===== src/hdl/bsd_pkg.sv =====
// ----------------------------------------------------------------------------
// bsd_pkg: shared types and constants for the byte stack
// Command codes, cell control struct, controller states and defaults.
// ----------------------------------------------------------------------------
package bsd_pkg;

    // Default number of cells in the chain
    localparam int DEPTH_DEFAULT = 64;

    // Field widths
    localparam int BYTE_W = 8;
    localparam int CMD_W  = 3;
    localparam int CAP_W  = 7;

    // Capacity after reset
    localparam logic [CAP_W-1:0] CAP_RESET = 7'd64;

    // Command codes carried in the input tuser
    localparam logic [CMD_W-1:0] CMD_PUSH      = 3'd0;
    localparam logic [CMD_W-1:0] CMD_POP       = 3'd1;
    localparam logic [CMD_W-1:0] CMD_TOP       = 3'd2;
    localparam logic [CMD_W-1:0] CMD_DUMP_DOWN = 3'd3;
    localparam logic [CMD_W-1:0] CMD_DUMP_UP   = 3'd4;

    // Per-cycle move of the whole cell row
    typedef enum logic [1:0] {
        CELL_HOLD,
        CELL_SHIFT_DOWN,   // each cell takes its upper neighbor, cell 0 takes head byte
        CELL_SHIFT_UP      // each cell takes its lower neighbor
    } cell_op_t;

    // Control broadcast to every cell
    typedef struct packed {
        cell_op_t op;
        logic     wrap_en;   // bottom cell takes the wrap byte on a shift up
    } cell_ctrl_t;

    // Controller states
    typedef enum logic [0:0] {
        ST_IDLE,
        ST_DUMP
    } state_t;

endpackage


===== src/hdl/bsd_cell.sv =====
// ----------------------------------------------------------------------------
// bsd_cell: one stack entry
// Holds one byte and moves it toward the top or the base of the row.
// ----------------------------------------------------------------------------
module bsd_cell #(
    parameter int INDEX = 0,
    parameter int IDX_W = 6
) (
    input  logic                             clk,
    input  bsd_pkg::cell_ctrl_t              ctrl,
    input  logic [IDX_W-1:0]                 bottom_idx,
    input  logic [bsd_pkg::BYTE_W-1:0]       upper_byte,
    input  logic [bsd_pkg::BYTE_W-1:0]       lower_byte,
    input  logic [bsd_pkg::BYTE_W-1:0]       wrap_byte,
    output logic [bsd_pkg::BYTE_W-1:0]       data
);

    logic [bsd_pkg::BYTE_W-1:0] data_reg;
    logic [bsd_pkg::BYTE_W-1:0] data_next;
    logic                       is_bottom;

    assign is_bottom = (bottom_idx == IDX_W'(INDEX));

    // Select the value this cell holds next
    always_comb
    begin
        case (ctrl.op)
            bsd_pkg::CELL_SHIFT_DOWN: data_next = upper_byte;
            bsd_pkg::CELL_SHIFT_UP:
            begin
                if (ctrl.wrap_en && is_bottom)
                    data_next = wrap_byte;
                else
                    data_next = lower_byte;
            end
            default: data_next = data_reg;
        endcase
    end

    // Hold the byte
    always_ff @(posedge clk)
    begin
        data_reg <= data_next;
    end

    assign data = data_reg;

endmodule


===== src/hdl/bsd_chain.sv =====
// ----------------------------------------------------------------------------
// bsd_chain: row of stack cells
// Cell 0 is the top of the stack; the bottom cell value is selected by index.
// ----------------------------------------------------------------------------
module bsd_chain #(
    parameter int DEPTH = bsd_pkg::DEPTH_DEFAULT,
    parameter int IDX_W = (DEPTH > 1) ? $clog2(DEPTH) : 1
) (
    input  logic                             clk,
    input  bsd_pkg::cell_ctrl_t              ctrl,
    input  logic [IDX_W-1:0]                 bottom_idx,
    input  logic [bsd_pkg::BYTE_W-1:0]       head_byte,
    output logic [bsd_pkg::BYTE_W-1:0]       top_byte,
    output logic [bsd_pkg::BYTE_W-1:0]       bottom_byte
);

    logic [bsd_pkg::BYTE_W-1:0] cell_data [DEPTH];

    // Build the row; neighbors are wired cell to cell
    for (genvar i = 0; i < DEPTH; i++)
    begin : g_cell
        logic [bsd_pkg::BYTE_W-1:0] upper;
        logic [bsd_pkg::BYTE_W-1:0] lower;

        if (i == 0)
        begin : g_first
            assign upper = head_byte;
        end
        else
        begin : g_mid_up
            assign upper = cell_data[i-1];
        end

        if (i == DEPTH - 1)
        begin : g_last
            assign lower = cell_data[i];
        end
        else
        begin : g_mid_low
            assign lower = cell_data[i+1];
        end

        bsd_cell #(
            .INDEX (i),
            .IDX_W (IDX_W)
        ) u_cell (
            .clk        (clk),
            .ctrl       (ctrl),
            .bottom_idx (bottom_idx),
            .upper_byte (upper),
            .lower_byte (lower),
            .wrap_byte  (cell_data[0]),
            .data       (cell_data[i])
        );
    end

    assign top_byte    = cell_data[0];
    assign bottom_byte = cell_data[bottom_idx];

endmodule


===== src/hdl/byte_stack_with_dump_unit.sv =====
// ----------------------------------------------------------------------------
// byte_stack_with_dump_unit: bounded byte stack with dump
// Push, pop, show top and two dump orders over a row of shifting cells.
// ----------------------------------------------------------------------------
//  Channel  Direction  Payload
//  s_*      in         tuser[2:0] command, tdata[7:0] push_byte
//  m_*      out        tdata[7:0] out_byte, tlast last
//  cfg_*    in         cfg_data[6:0] capacity
//
//  Push, pop and show top are taken at one item per cycle while idle and the
//  output is free. A dump of n entries holds s_tready low until its last entry
//  is emitted; it rotates the used cells once per result, so the stack is intact afterwards.
//  Output stalls on m_tready hold the output register and block all new
//  items. Reset empties the stack and sets capacity to 64.
// ----------------------------------------------------------------------------
module byte_stack_with_dump_unit #(
    parameter int DEPTH = bsd_pkg::DEPTH_DEFAULT
) (
    input  logic                             clk,
    input  logic                             rst_n,
    input  logic                             s_tvalid,
    output logic                             s_tready,
    input  logic [7:0]                       s_tdata,   // [7:0] push_byte
    input  logic [bsd_pkg::CMD_W-1:0]        s_tuser,   // [2:0] command
    output logic                             m_tvalid,
    input  logic                             m_tready,
    output logic [7:0]                       m_tdata,   // [7:0] out_byte
    output logic                             m_tlast,
    input  logic                             cfg_valid,
    output logic                             cfg_ready,
    input  logic [bsd_pkg::CAP_W-1:0]        cfg_data
);

    localparam int CNT_W = $clog2(DEPTH + 1);
    localparam int IDX_W = (DEPTH > 1) ? $clog2(DEPTH) : 1;

    bsd_pkg::state_t             state_reg, state_next;
    logic [CNT_W-1:0]            count_reg, count_next;
    logic [CNT_W-1:0]            remain_reg, remain_next;
    logic                        dir_up_reg, dir_up_next;
    logic [bsd_pkg::CAP_W-1:0]   cap_reg;
    logic                        m_valid_reg, m_valid_next;
    logic [7:0]                  m_data_reg, m_data_next;
    logic                        m_last_reg, m_last_next;

    bsd_pkg::cell_ctrl_t         ctrl;
    logic [7:0]                  head_byte;
    logic [7:0]                  top_byte;
    logic [7:0]                  bottom_byte;
    logic [IDX_W-1:0]            bottom_idx;
    logic                        out_free;
    logic                        has_room;
    logic                        not_empty;

    assign bottom_idx = IDX_W'(count_reg - CNT_W'(1));
    assign out_free   = !m_valid_reg || m_tready;
    assign not_empty  = (count_reg != '0);
    assign has_room   = (bsd_pkg::CAP_W'(count_reg) < cap_reg) &&
                        (count_reg < CNT_W'(DEPTH));
    assign s_tready   = (state_reg == bsd_pkg::ST_IDLE) && out_free;
    assign cfg_ready  = 1'b1;

    // Cell row
    bsd_chain #(
        .DEPTH (DEPTH),
        .IDX_W (IDX_W)
    ) u_chain (
        .clk         (clk),
        .ctrl        (ctrl),
        .bottom_idx  (bottom_idx),
        .head_byte   (head_byte),
        .top_byte    (top_byte),
        .bottom_byte (bottom_byte)
    );

    // Decode commands and sequence dumps
    always_comb
    begin
        state_next   = state_reg;
        count_next   = count_reg;
        remain_next  = remain_reg;
        dir_up_next  = dir_up_reg;
        ctrl.op      = bsd_pkg::CELL_HOLD;
        ctrl.wrap_en = 1'b0;
        head_byte    = s_tdata;
        m_valid_next = m_tready ? 1'b0 : m_valid_reg;
        m_data_next  = m_data_reg;
        m_last_next  = m_last_reg;

        case (state_reg)
            bsd_pkg::ST_IDLE:
            begin
                if (s_tvalid && s_tready)
                begin
                    case (s_tuser)
                        bsd_pkg::CMD_PUSH:
                        begin
                            if (has_room)
                            begin
                                ctrl.op    = bsd_pkg::CELL_SHIFT_DOWN;
                                count_next = count_reg + CNT_W'(1);
                            end
                        end
                        bsd_pkg::CMD_POP:
                        begin
                            if (not_empty)
                            begin
                                ctrl.op    = bsd_pkg::CELL_SHIFT_UP;
                                count_next = count_reg - CNT_W'(1);
                            end
                        end
                        bsd_pkg::CMD_TOP:
                        begin
                            if (not_empty)
                            begin
                                m_valid_next = 1'b1;
                                m_data_next  = top_byte;
                                m_last_next  = 1'b1;
                            end
                        end
                        bsd_pkg::CMD_DUMP_DOWN,
                        bsd_pkg::CMD_DUMP_UP:
                        begin
                            if (not_empty)
                            begin
                                state_next  = bsd_pkg::ST_DUMP;
                                remain_next = count_reg;
                                dir_up_next = (s_tuser == bsd_pkg::CMD_DUMP_UP);
                            end
                        end
                        default: ;
                    endcase
                end
            end
            bsd_pkg::ST_DUMP:
            begin
                // Emit one entry and rotate the used cells by one
                if (out_free)
                begin
                    m_valid_next = 1'b1;
                    m_last_next  = (remain_reg == CNT_W'(1));
                    remain_next  = remain_reg - CNT_W'(1);
                    if (dir_up_reg)
                    begin
                        m_data_next = bottom_byte;
                        ctrl.op     = bsd_pkg::CELL_SHIFT_DOWN;
                        head_byte   = bottom_byte;
                    end
                    else
                    begin
                        m_data_next  = top_byte;
                        ctrl.op      = bsd_pkg::CELL_SHIFT_UP;
                        ctrl.wrap_en = 1'b1;
                    end
                    if (remain_reg == CNT_W'(1))
                        state_next = bsd_pkg::ST_IDLE;
                end
            end
            default: state_next = bsd_pkg::ST_IDLE;
        endcase
    end

    // Control registers
    always_ff @(posedge clk or negedge rst_n)
    begin
        if (!rst_n)
        begin
            state_reg   <= bsd_pkg::ST_IDLE;
            count_reg   <= '0;
            remain_reg  <= '0;
            dir_up_reg  <= 1'b0;
            cap_reg     <= bsd_pkg::CAP_RESET;
            m_valid_reg <= 1'b0;
        end
        else
        begin
            state_reg   <= state_next;
            count_reg   <= count_next;
            remain_reg  <= remain_next;
            dir_up_reg  <= dir_up_next;
            m_valid_reg <= m_valid_next;
            if (cfg_valid && cfg_ready)
                cap_reg <= cfg_data;
        end
    end

    // Output payload
    always_ff @(posedge clk)
    begin
        m_data_reg <= m_data_next;
        m_last_reg <= m_last_next;
    end

    assign m_tvalid = m_valid_reg;
    assign m_tdata  = m_data_reg;
    assign m_tlast  = m_last_reg;

endmodule

===== config.mk =====
export PLATFORM = sky130hd
export DESIGN_NAME = byte_stack_with_dump_unit
export DESIGN_NICKNAME = d
export VERILOG_FILES = /design/src/hdl/bsd_pkg.sv /design/src/hdl/bsd_cell.sv /design/src/hdl/bsd_chain.sv /design/src/hdl/byte_stack_with_dump_unit.sv
export SDC_FILE = /design/constraint.sdc
export NUM_CORES = 1
export LEC_CHECK = 0
export ABC_CLOCK_PERIOD_IN_PS = 13100
export CELL_PAD_IN_SITES_DETAIL_PLACEMENT = 0
export CELL_PAD_IN_SITES_GLOBAL_PLACEMENT = 1
export CORE_MARGIN = 2
export CORE_UTILIZATION = 48
export DETAILED_ROUTE_END_ITERATION = 10
export DONT_BUFFER_PORTS = 1
export GPL_TIMING_DRIVEN = 1
export PLACE_DENSITY_LB_ADDON = 0.1
export SLEW_MARGIN = 0
export SYNTH_ARGS = -nofsm -noshare
export SYNTH_HDL_FRONTEND = slang
export SYNTH_SLANG_ARGS = --single-unit

===== constraint.sdc =====
create_clock -name clk -period 13.1 [get_ports clk]
set_input_delay 1.31 -clock clk [delete_from_list [all_inputs] [get_ports clk]]
set_output_delay 1.31 -clock clk [all_outputs]
set_load 0.01 [all_outputs]

# After elaboration in Yosys (flattened, before gate mapping)
# Cells that the tools add are included.
# totals
reg_bits	545
wordCells	414
# op_classes
n_addsub	3
order_cmp	3
n_eq_ne	79
muxes	174
n_bitwise	2
n_reduce_logical	81
# ops
cell	count
$pmux W8 S2	65
$mux W8	74
$eq A6 B6 Y1 const B	32
$eq A6 B5 Y1 const B	16
$logic_and A1 B1 Y1	67
$bmux W8 S6	1
$eq A6 B4 Y1 const B	8
$mux W7	6
$pmux W7 S2	2
$eq A6 B3 Y1 const B	4
$mux W1	17
$sub A7 B1 Y7 const B	2
$eq A6 B2 Y1 const B	2
$reduce_and A4 Y1	3
$ne A2 B2 Y1 const B	5
$ne A2 B1 Y1 const B	4
$pmux W2 S2	2
$add A7 B1 Y7 const B	1
$eq A7 B1 Y1 const B	1
$ge A7 B7 Y1 const B	1
$lt A7 B7 Y1	1
$lt A7 B7 Y1 const B	1
$not A6 Y7	1
$reduce_bool A7 Y1	1
other kinds (18)	25

# Logic depth before layout (Yosys ltp)
# Gate-level depths: netlist of run 1.
# depth
word_depth	9
depth_mapped	16
depth_no_buf	11

# Hierarchy
# A second synthesis of run 1 with hierarchy kept.
# unflattened
cells_unflattened	4182
area_unflattened_um2	40376.2
# modules_own_cells
mod	n_inst	cells_each	area_per_inst_um2	seq_area_each_um2
bsd_cell (u_chain.g_cell[22].u_cell ...)	9	58	533.0	240.2
bsd_chain	1	324	4196.5	0.0
bsd_cell (u_chain.g_cell[23].u_cell ...)	6	58	520.5	240.2
bsd_cell (u_chain.g_cell[10].u_cell ...)	4	51	560.5	240.2
byte_stack_with_dump_unit	1	223	2178.3	872.1
bsd_cell (u_chain.g_cell[53].u_cell ...)	4	55	536.8	240.2
bsd_cell (u_chain.g_cell[20].u_cell ...)	4	58	535.5	240.2
bsd_cell (u_chain.g_cell[29].u_cell ...)	4	58	518.0	240.2
bsd_cell (u_chain.g_cell[17].u_cell ...)	3	58	539.3	240.2
bsd_cell (u_chain.g_cell[11].u_cell ...)	3	58	524.3	240.2
bsd_cell (u_chain.g_cell[31].u_cell ...)	2	57	546.8	240.2
bsd_cell (u_chain.g_cell[33].u_cell ...)	2	58	544.3	240.2
bsd_cell (u_chain.g_cell[49].u_cell ...)	2	57	544.3	240.2
bsd_cell (u_chain.g_cell[61].u_cell ...)	2	57	543.0	240.2
15 more rows	-	-	-	-

# Worst setup path after synthesis of run 1
# OpenSTA, ideal clock, no wires.
# synth_path
path_kind	input port to flip-flop
from	in m_tready
to	reg u_chain.g_cell[10].u_cell.data_reg, in the netlist u_chain.g_cell[10].u_cell.data[0] (enable)
setup_time_ns	0.844
t_arrival_ns	12.114
required_ns	12.256
setup_slack_ns	0.142
stages	8
n_path_buf	0
cell_sequence	nor2b_1 > nor2_1 > nand4_1 > a21oi_1 > or2_2 > inv_1 > ha_1 > inv_1
# synth_between
elab_chain_len	7
# synth_rtl
element	line_no	rtl
from (decl)	byte_stack_with_dump_unit.sv:26	input logic m_tready,
$logic_or A1 B1 Y1 (*)	byte_stack_with_dump_unit.sv:56	assign out_free = !m_valid_reg || m_tready;
$logic_and A1 B1 Y1 (*)	byte_stack_with_dump_unit.sv:60	assign s_tready = (state_reg == bsd_pkg::ST_IDLE) && out_free;
named net s_tready	byte_stack_with_dump_unit.sv:22	output logic s_tready,
$logic_and A1 B1 Y1 (*)	byte_stack_with_dump_unit.sv:93	if (s_tvalid && s_tready)
$mux W2 (*)	byte_stack_with_dump_unit.sv:93	
$pmux W2 S2 (*)	byte_stack_with_dump_unit.sv:90	case (state_reg)
$eq A2 B2 Y1 or $eq A2 B1 Y1 (tied branches)	bsd_cell.sv:27	case (ctrl.op)
$reduce_bool A2 Y1 (no source line) (*)	-	
to (signal assigned)	bsd_cell.sv:43	data_reg <= data_next;
to (decl)	bsd_cell.sv:18	logic [bsd_pkg::BYTE_W-1:0] data_reg;
# The timed path passes the listed nets; every way through them passes the cells marked *.
# A chain may end at the register's enable or synchronous reset.

# Final worst setup path of run 1
# layout_path
from	reg count_reg[0]
to	reg u_chain.g_cell[21].u_cell.data_reg, in the netlist u_chain.g_cell[21].u_cell.data[4] (enable)
# layout_between
elab_chain_len	8
# layout_rtl
element	line_no	rtl
from (decl)	byte_stack_with_dump_unit.sv:38	logic [CNT_W-1:0] count_reg, count_next;
from (signal assigned)	byte_stack_with_dump_unit.sv:178	count_reg <= count_next;
$lt A7 B7 Y1 (on tied branches)	byte_stack_with_dump_unit.sv:58, byte_stack_with_dump_unit.sv:59	
$logic_and A1 B1 Y1	byte_stack_with_dump_unit.sv:58	assign has_room = (bsd_pkg::CAP_W'(count_reg) < cap_reg) &&
$mux W1	byte_stack_with_dump_unit.sv:98	if (has_room)
$pmux W2 S2 (*)	byte_stack_with_dump_unit.sv:95	case (s_tuser)
$mux W2 (*)	byte_stack_with_dump_unit.sv:93	
$pmux W2 S2 (*)	byte_stack_with_dump_unit.sv:90	
$eq A2 B2 Y1 or $eq A2 B1 Y1 (tied branches)	bsd_cell.sv:27	
$reduce_bool A2 Y1 (no source line) (*)	-	
to (signal assigned)	bsd_cell.sv:43	
to (decl)	bsd_cell.sv:18	
# Every way passes the cells marked *; elsewhere a longest branch is shown, timed or not.

==> key figures, run 1 <==
Die
  – Area of the die: ~71000 sq um
  – Core area: 68500 sq um
  – # rows: 96
  – # IOs: 35
  – Die height: 267 um
  – Starting Density: about half
  – Die W: 267 um

Synth
  – Mapped cell area: 33200 sq um
  – Biggest area consumer among synthesized cells: edfxtp_1
  – Dominant cells by area after synthesis: edfxtp_1 (47%), mux2i_1 (15%), mux4_2 (8.7%)
  – EDFF count, synth: 521
  – Syn Inst Count: 2903
  – Synth Warn #: 0
  – Post-synthesis mux area share: between 20 and 25%
  – Mapped Avg Cell Area: ~11 sq um
  – #FFs+latches synth: roughly 550
  – Share of the synthesized area in the top cell type: 47.2%
  – Largest family of logic cells by synthesized area: multiplexers
  – Sequential area share after synthesis: roughly half
  – Net Count, Synth: ~2900
  – Asr flop ratio synth: roughly 4.4%
  – Top FF cell, synth: edfxtp_1
  – Post-synthesis compound-gate area fraction: a little under a tenth
  – Synth Area in Adders: less than 1%
  – Synth unique cells: 59
  – Synth Area in XOR/XNOR: less than 1%
  – Synth Area in Simple Gates: a little under an eighth

Critical path
  – Crit-path cells: inv_1 -> ha_1 -> nor3b_4 -> nand2_1 -> nand3_1 -> o22ai_1 -> ha_4 -> inv_8 -> buf_4 -> buf_4
  – CP startpoint kind: flip-flop
  – Crit-path most repeated cell: buf_4
  – Critical path data arrival time: about 5.8 ns
  – Critical path endpoint category: flip-flop
  – Worst-path fanout max: 111
  – R2R depth: 10
  – Slowest cell on the critical path: buf_4
  – Max incr delay on CP: 1.01 ns
  – Critical Path RT: between 10 and 15 ns
  – Crit path kind: reg -> reg

GRT
  – GRT Total Usage: between 20 and 30%
  – Global-route wire length before repair: 142000 um
  – Vias in the first global route: between 20000 and 25000
  – Largest net degree at the start of global routing: roughly 270
  – GRT overflow: 0
  – Antenna violations before repair: 2

Placed design
  – GP Congestion: about 0.85
  – DP Area: roughly 33000 sq um
  – Detailed Place HPWL: roughly 57000 um
  – Port Buf Inserts: 0
  – Placed cell count: between 3000 and 4000

Finish
  – Area of the multi-input gates: approximately 16000 sq um
  – Layout area overhead: 6.64%
  – Filler Cells Inserted: 5991
  – Non-filler cells in the finished layout: 3659
  – Post-route cell area: 35400 sq um
  – Net count, final: about 2800
  – Share of layout cells above drive strength 1: between 10% and 20%
  – Max reg flops: ~500
  – Sequential cell area: approximately 16000 sq um

Clock tree
  – Clock buffer count from CTS: 67
  – Clock sinks: roughly 550
  – Clk root buf: clkbuf_16
  – H-tree depth: 3
  – Post-CTS resize count: 0
  – Clock Latency Late Sink: roughly 0.6 ns
  – Hold-fix buffers, CTS: 0
  – Clk pin slew, worst setup/hold paths: 0.06 ns
  – TritonCTS clock tree: yes
  – Clk buf depth: 3
  – Post-CTS setup buffers: 0

Outcome
  – Status: complete, no violations

STA
  – Slew Limit Fails: 0
  – TNS Setup: 0 ns
  – Endpoints failing hold: 0
  – Rel. slew slack: roughly 16%
  – Final Setup Violations: 0
  – Crit path time final: 5.60 ns
  – Clock skew: about 0.025 ns
  – Final period utilization: approximately 43%
  – Hold slack: between 0.3 and 0.4 ns
  – FMAX: ~0.18 GHz
  – Worst slew pin tran: between 1 and 1.5 ns
  – Unrepaired setup endpoints after global routing: no

Route
  – Vias per cell: 6.25
  – WL/cell: between 20 and 30 um
  – Via count: around 23000
  – Final ANT Viol Nets: 0
  – DRT Pass-1 Iters: 8
  – Routed WL: approximately 92000 um
  – DRC violations left: 0
  – 1st-iter DRT viols: about 2500

Power and ir drop
  – VDD IR max: roughly 0.33 mV
  – Leak pwr: approximately 11 nW
  – Power density over the cells: around 230 nW/um^2

Hold path
  – Hold WC Path Type: in -> async

Job
  – # Max-Cap Violations: 0
## cells by family after synthesis
kind of cell	count (synthesis)
and+or+nand+nor	801
buffers and inverters	302
DFF	545
muxes	651
AOI/OAI and AO/OA	579
xor gates and xnor gates	8
adders and majority gates	16
other	1
## path summary, 6_finish.rpt
kind / start / to / slack, ns
worst max-delay path: count_reg[0] / u_chain.g_cell[21].u_cell.data[4] / 7.50
max in group asynchronous: rst_n / cap_reg[6] / 12.53
min in group clk: cap_reg[6] / cap_reg[6] / 0.50
worst min register to register: cap_reg[6] / cap_reg[6] / 0.50
worst min-delay path: rst_n / remain_reg[4] / 0.39
worst max register to register: count_reg[0] / u_chain.g_cell[21].u_cell.data[4] / 7.50
## report_power, final
group | leakage [nW] | internal (mW) | switching (mW)
logic | 5.10 | 1.26 | 1.72
clock network | 0.988 | 1.01 | 0.746
registers | 5.37 | 2.90 | 0.582
## stage by stage
| step | util, % | setup WS (ns) | power [mW] |
|---|---|---|---|
| after detailed placement | 48.7 | 7.26 | 6.45 |
| after global placement | 48.7 | 7.08 | 6.35 |
| after floorplan | - | 0.142 | 5.60 |
| after global routing | 51.7 | 6.97 | 8.67 |
| after CTS | 51.6 | 7.33 | 8.23 |
| final | 51.7 | 7.50 | 8.21 |
## synthesized netlist by cell type (23+ instances only)
library cell  instances
o41ai_1              24
nor2_1              511
buf_2                52
o21ai_0              28
nand2_1              41
nor3b_1             130
edfxtp_1            521
dfrtp_1              23
mux2i_1             498
and3_1               45
a21oi_1             496
mux2_2               25
mux4_2              128
clkbuf_1            186
## critical path: cells and delay by family, from the launching register on
family	cells	cell delay, ns
adder cells (fa/ha/maj)	2	0.65
AND/OR/NAND/NOR	3	0.49
flip-flops	1	0.90
AO/OA/AOI/OAI	1	0.35
buffers and inverters	4	2.67
## layout make-up
type	count	area share, %
tap	882	3.12
inverter	16	0.191
antenna	1	0.00708
sequential	545	45.9
multi-input combinational	2056	44.1
clock buffer	92	5.24
clock inverter	25	0.421
timing repair buffer	42	0.962
## routing by layer
metal	GRT usage [%]	vias to the layer above	wire length (um)
met2	38.7	794	40900
met3	3.91	123	5750
met5	0	-	13
met4	6.68	2	2220
li1	-	10600	-
met1	39.5	11400	43500
## layout by cell type, fill, tap and decap left out, drive strengths merged, types with 4 or more instances in the layout
cell type	count
nor2	532
edfxtp	521
mux2i	498
a21oi	496
nor3b	131
mux4	128
clkbuf	92
and3	45
nand2	43
buf	42
o21ai	30
mux2	25
o41ai	24
dfrtp	23
clkinv	21
inv	19
ha	16
nand3	12
nor4	10
nor3	8
o2111ai	8
xnor2	7
a211oi	5
nand2b	4
o22ai	4
o221a	4
or3	4
(Power assumes the default switching activity.)
==> inputs of run 2 (changes only) <==
--- a/config.mk
+++ b/config.mk
@@ -5,7 +5,8 @@
 export SDC_FILE = /design/constraint.sdc
 export NUM_CORES = 1
 export LEC_CHECK = 0
-export ABC_CLOCK_PERIOD_IN_PS = 13100
+export ABC_AREA = 1
+export ABC_CLOCK_PERIOD_IN_PS = 5300
 export CELL_PAD_IN_SITES_DETAIL_PLACEMENT = 0
 export CELL_PAD_IN_SITES_GLOBAL_PLACEMENT = 1
 export CORE_MARGIN = 2
==> constraint.sdc (replaced) <==
create_clock -name clk -period 5.3 [get_ports clk]
set_input_delay 0.53 -clock clk [delete_from_list [all_inputs] [get_ports clk]]
set_output_delay 0.53 -clock clk [all_outputs]
set_load 0.01 [all_outputs]
==> run 2 against run 1 <==
Utilization rose by 0.61 points. Wire length rose by 26%. Non-clock buffer count rose by 11. Sequential share of layout area fell by 3.2 points. Register-to-register slack got worse by 6.1 ns. Hold slack got worse by 0.37 ns. Clock skew rose by 0.0092 ns. Maximum frequency rose by 45%. Final cell count rose by 54%. Critical endpoint is now u_chain.g_cell[29].u_cell.data[3]. Highest routed layer is now met4.
==> key figures, run 2 <==
GRT
  – Vias in the first global route: 29500 (+35%)
  – GRT Total Usage: 30.6% (+4.6 points)
  – Antenna violations before repair: 1 (-1)
  – GRT overflow: 0 (unchanged)
  – Largest net degree at the start of global routing: 240 (-11%)
  – Global-route wire length before repair: 179000 um (+26%)

Critical path
  – Reg2Reg Launch Point: count_reg[1]
  – Crit path kind: reg -> reg
  – R2R Setup Slk: 1.43 ns (-6.07 ns)
  – Critical Path RT: 5.60 ns (-7.72 ns)
  – Critical path endpoint category: flip-flop
  – R2R Path End: u_chain.g_cell[29].u_cell.data[3]
  – Critical path data arrival time: 4.17 ns (-1.65 ns)
  – Slowest cell on the critical path: dfrtp_1
  – Max incr delay on CP: 0.65 ns (-0.36 ns)
  – Crit-path most repeated cell: ha_4
  – Crit-path cells: inv_1 -> ha_4 -> nand3_4 -> nor3_4 -> a21oi_2 -> nand2_1 -> nand2_2 -> ha_4 -> buf_12 -> o21ai_0
  – Worst-path fanout max: 239 (+120%)
  – R2R depth: 10 (unchanged)
  – CP startpoint kind: flip-flop

STA
  – Worst slew pin tran: 1.09 ns (-0.149 ns)
  – Hold slack: 0.0279 ns (-0.367 ns)
  – Crit path time final: 3.87 ns (-1.73 ns)
  – Final Setup Violations: 0 (unchanged)
  – FMAX: 0.258 GHz (+45%)
  – Rel. slew slack: 27.2% (+11 points)
  – Unrepaired setup endpoints after global routing: no
  – Slew Limit Fails: 0 (unchanged)
  – Final period utilization: 73.1% (+30 points)
  – Clock skew: 0.0343 ns (+0.00917 ns)
  – Endpoints failing hold: 0 (unchanged)
  – Final WS setup: 1.43 ns (-6.07 ns)

Synth
  – Most numerous cell in the Yosys netlist: nand2_1
  – Top FF cell, synth: edfxtp_1
  – Share of the synthesized area in the top cell type: 44.5% (-2.6 points)
  – Net Count, Synth: 4810 (+63%)
  – Sequential area share after synthesis: 46.3% (-2.7 points)
  – Synth Warn #: 0 (unchanged)
  – Syn Inst Count: 4771 (+64%)
  – Mapped Avg Cell Area: 7.36 sq um (-36%)
  – Dominant cells by area after synthesis: edfxtp_1 (45%), nand2_1 (19%), nand3_1 (8.0%)
  – Biggest area consumer among synthesized cells: edfxtp_1
  – Synth unique cells: 41 (-31%)
  – EDFF count, synth: 521 (unchanged)
  – Top post-synthesis cells by count: nand2_1 (1793), nand3_1 (561), inv_1 (549)
  – Asr flop ratio synth: 4.40% (unchanged)
  – Mapped cell area: 35100 sq um (+5.9%)
  – #FFs+latches synth: 545 (unchanged)

Placed design
  – Detailed Place HPWL: 74700 um (+31%)
  – Placed cell count: 5499 (+55%)
  – Port Buf Inserts: 0 (unchanged)
  – DP Area: 35900 sq um (+7.5%)
  – GP Congestion: 0.848 (+0.14%)
  – Dpl ws: 1.50 ns (-5.76 ns)

Clock tree
  – Hold-fix buffers, CTS: 4 (+4)
  – Post-CTS setup buffers: 0 (unchanged)
  – Clock Latency Late Sink: 0.63 ns (+0.03 ns)
  – Post-CTS resize count: 0 (unchanged)
  – Clock sinks: 545 (unchanged)
  – Clk pin slew, worst setup/hold paths: 0.06 ns (about the same)
  – Clk buf depth: 3 (unchanged)
  – H-tree depth: 3 (unchanged)
  – TritonCTS clock tree: yes
  – Clock buffer count from CTS: 69 (+3.0%)
  – Clk root buf: clkbuf_16

Route
  – Vias per cell: 5.64 (-9.9%)
  – Final ANT Viol Nets: 0 (unchanged)
  – Routed WL: 116000 um (+26%)
  – WL/cell: 20.6 um (-18%)
  – DRC violations left: 0 (unchanged)
  – 1st-iter DRT viols: 3678 (+50%)
  – Via count: 31700 (+39%)
  – DRT Pass-1 Iters: 6 (-2)

Finish
  – Commonest non-fill, non-tap cell in the layout: nand2_1
  – Net count, final: 4654 (+68%)
  – Max reg flops: 512 (unchanged)
  – Filler Cells Inserted: 7215 (+20%)
  – Layout area overhead: 8.21%
  – Final core utilization: 52.3% (+0.61 points)
  – Non-filler cells in the finished layout: 5629 (+54%)
  – Post-route cell area: 38000 sq um (+7.5%)
  – Share of layout cells above drive strength 1: 5.93% (-6.2 points)
  – Most frequent cells in the layout: nand2_1 (1791), nand3_1 (561), inv_1 (547)

Die
  – Die height: 274 um (+2.9%)
  – # rows: 99 (+3.1%)
  – # IOs: 35 (unchanged)
  – Core area: 72700 sq um (+6.2%)
  – Starting Density: 48.3% (-0.14 points)
  – Die W: 274 um (+2.9%)
  – Area of the die: 75300 sq um (+5.8%)

Hold path
  – Hold path start: cfg_data[4]
  – WHS Path Cells: 2
  – Hold endpoint: cap_reg[4]
  – Hold WC Path Type: in -> reg

Outcome
  – Status: complete, no violations

Power and ir drop
  – VDD IR max: 0.419 mV (+25%)
  – Leak pwr: 17.1 nW (+49%)
  – Power density over the cells: 599 nW/um^2 (+160%)

Job
  – # Max-Cap Violations: 0 (unchanged)
run 2: changes by cell type after synthesis, sizes merged, moves of 131 or more:
cell and change:
mux2i -498, nor2 -410, nor3b -131, nand3 +550
nand2 +1760, o21ai +585, a21oi -441, o211ai +138
inv +574
run 2: critical path, delay by kind of cell, from the launching register on:
kind	cells	cell delay (ns)
DFF	1	0.65
and+or+nand+nor	4	0.43
buffers and inverters	2	0.89
adders and majority gates	2	0.80
AOI/OAI and AO/OA	2	0.43
run 2: routing by layer:
layer  vias up  global-route usage [%]  share of wire, %
met2      1164                    48.0                46
met3       169                    4.02               7.0
met5         -                       0                 0
met4         0                    9.10               2.8
li1      15400                       -                 -
met1     15000                    43.9                45
run 2: cells by family (layout without fill, tap and decap cells):
| family | count (synthesis) | count (layout) | share of synthesized area, % |
|---|---|---|---|
| and+or+nand+nor | 2499 | 2499 | 30.5 |
| buffers and inverters | 878 | 776 | 9.52 |
| AOI/OAI and AO/OA | 821 | 821 | 12.8 |
| DFF | 545 | 545 | 46.3 |
| adders and majority gates | 16 | 16 | 0.570 |
| xor gates and xnor gates | 10 | 10 | 0.356 |
| other | 1 | 2 | 0.0107 |
| muxes | 1 | 1 | 0.0321 |
run 2: how the worst max path moves through the flow:
stage	end	slack (ns)	start
finish	u_chain.g_cell[29].u_cell.data[3]	1.43	count_reg[1]
global placement	u_chain.g_cell[0].u_cell.data[0]	1.49	count_reg[1]
detailed placement	u_chain.g_cell[0].u_cell.data[0]	1.50	count_reg[1]
global route	u_chain.g_cell[29].u_cell.data[5]	1.12	count_reg[1]
CTS	u_chain.g_cell[29].u_cell.data[2]	1.50	count_reg[1]
floorplan	u_chain.g_cell[10].u_cell.data[0]	-4.38	count_reg[0]
run 2: power by group:
part           switching (mW)  internal (mW)
combinational            7.81           2.93
sequential              0.620           6.81
clock                    1.99           2.59
total                    10.4           12.3
run 2: per-stage QoR:
stage / power, mW / setup TNS, ns
final: 22.7 / 0
after global routing: 24.2 / 0
after CTS: 22.7 / 0
after detailed placement: 18.1 / 0
after global placement: 18.0 / 0
after floorplan: 14.7 / -2174.49
run 2: final cells by class:
| class | instances | area, sq um | share of cell area [%] |
|---|---|---|---|
| diodes | 1 | 2.50 | 0.00658 |
| well taps | 959 | 1200 | 3.16 |
| multi-input cells | 3348 | 15600 | 41.0 |
| flip-flops and latches | 545 | 16300 | 42.8 |
| inverters | 598 | 2250 | 5.93 |
| clock buffers | 87 | 1830 | 4.80 |
| clock inverters | 38 | 269 | 0.708 |
| repair buffers | 53 | 606 | 1.59 |
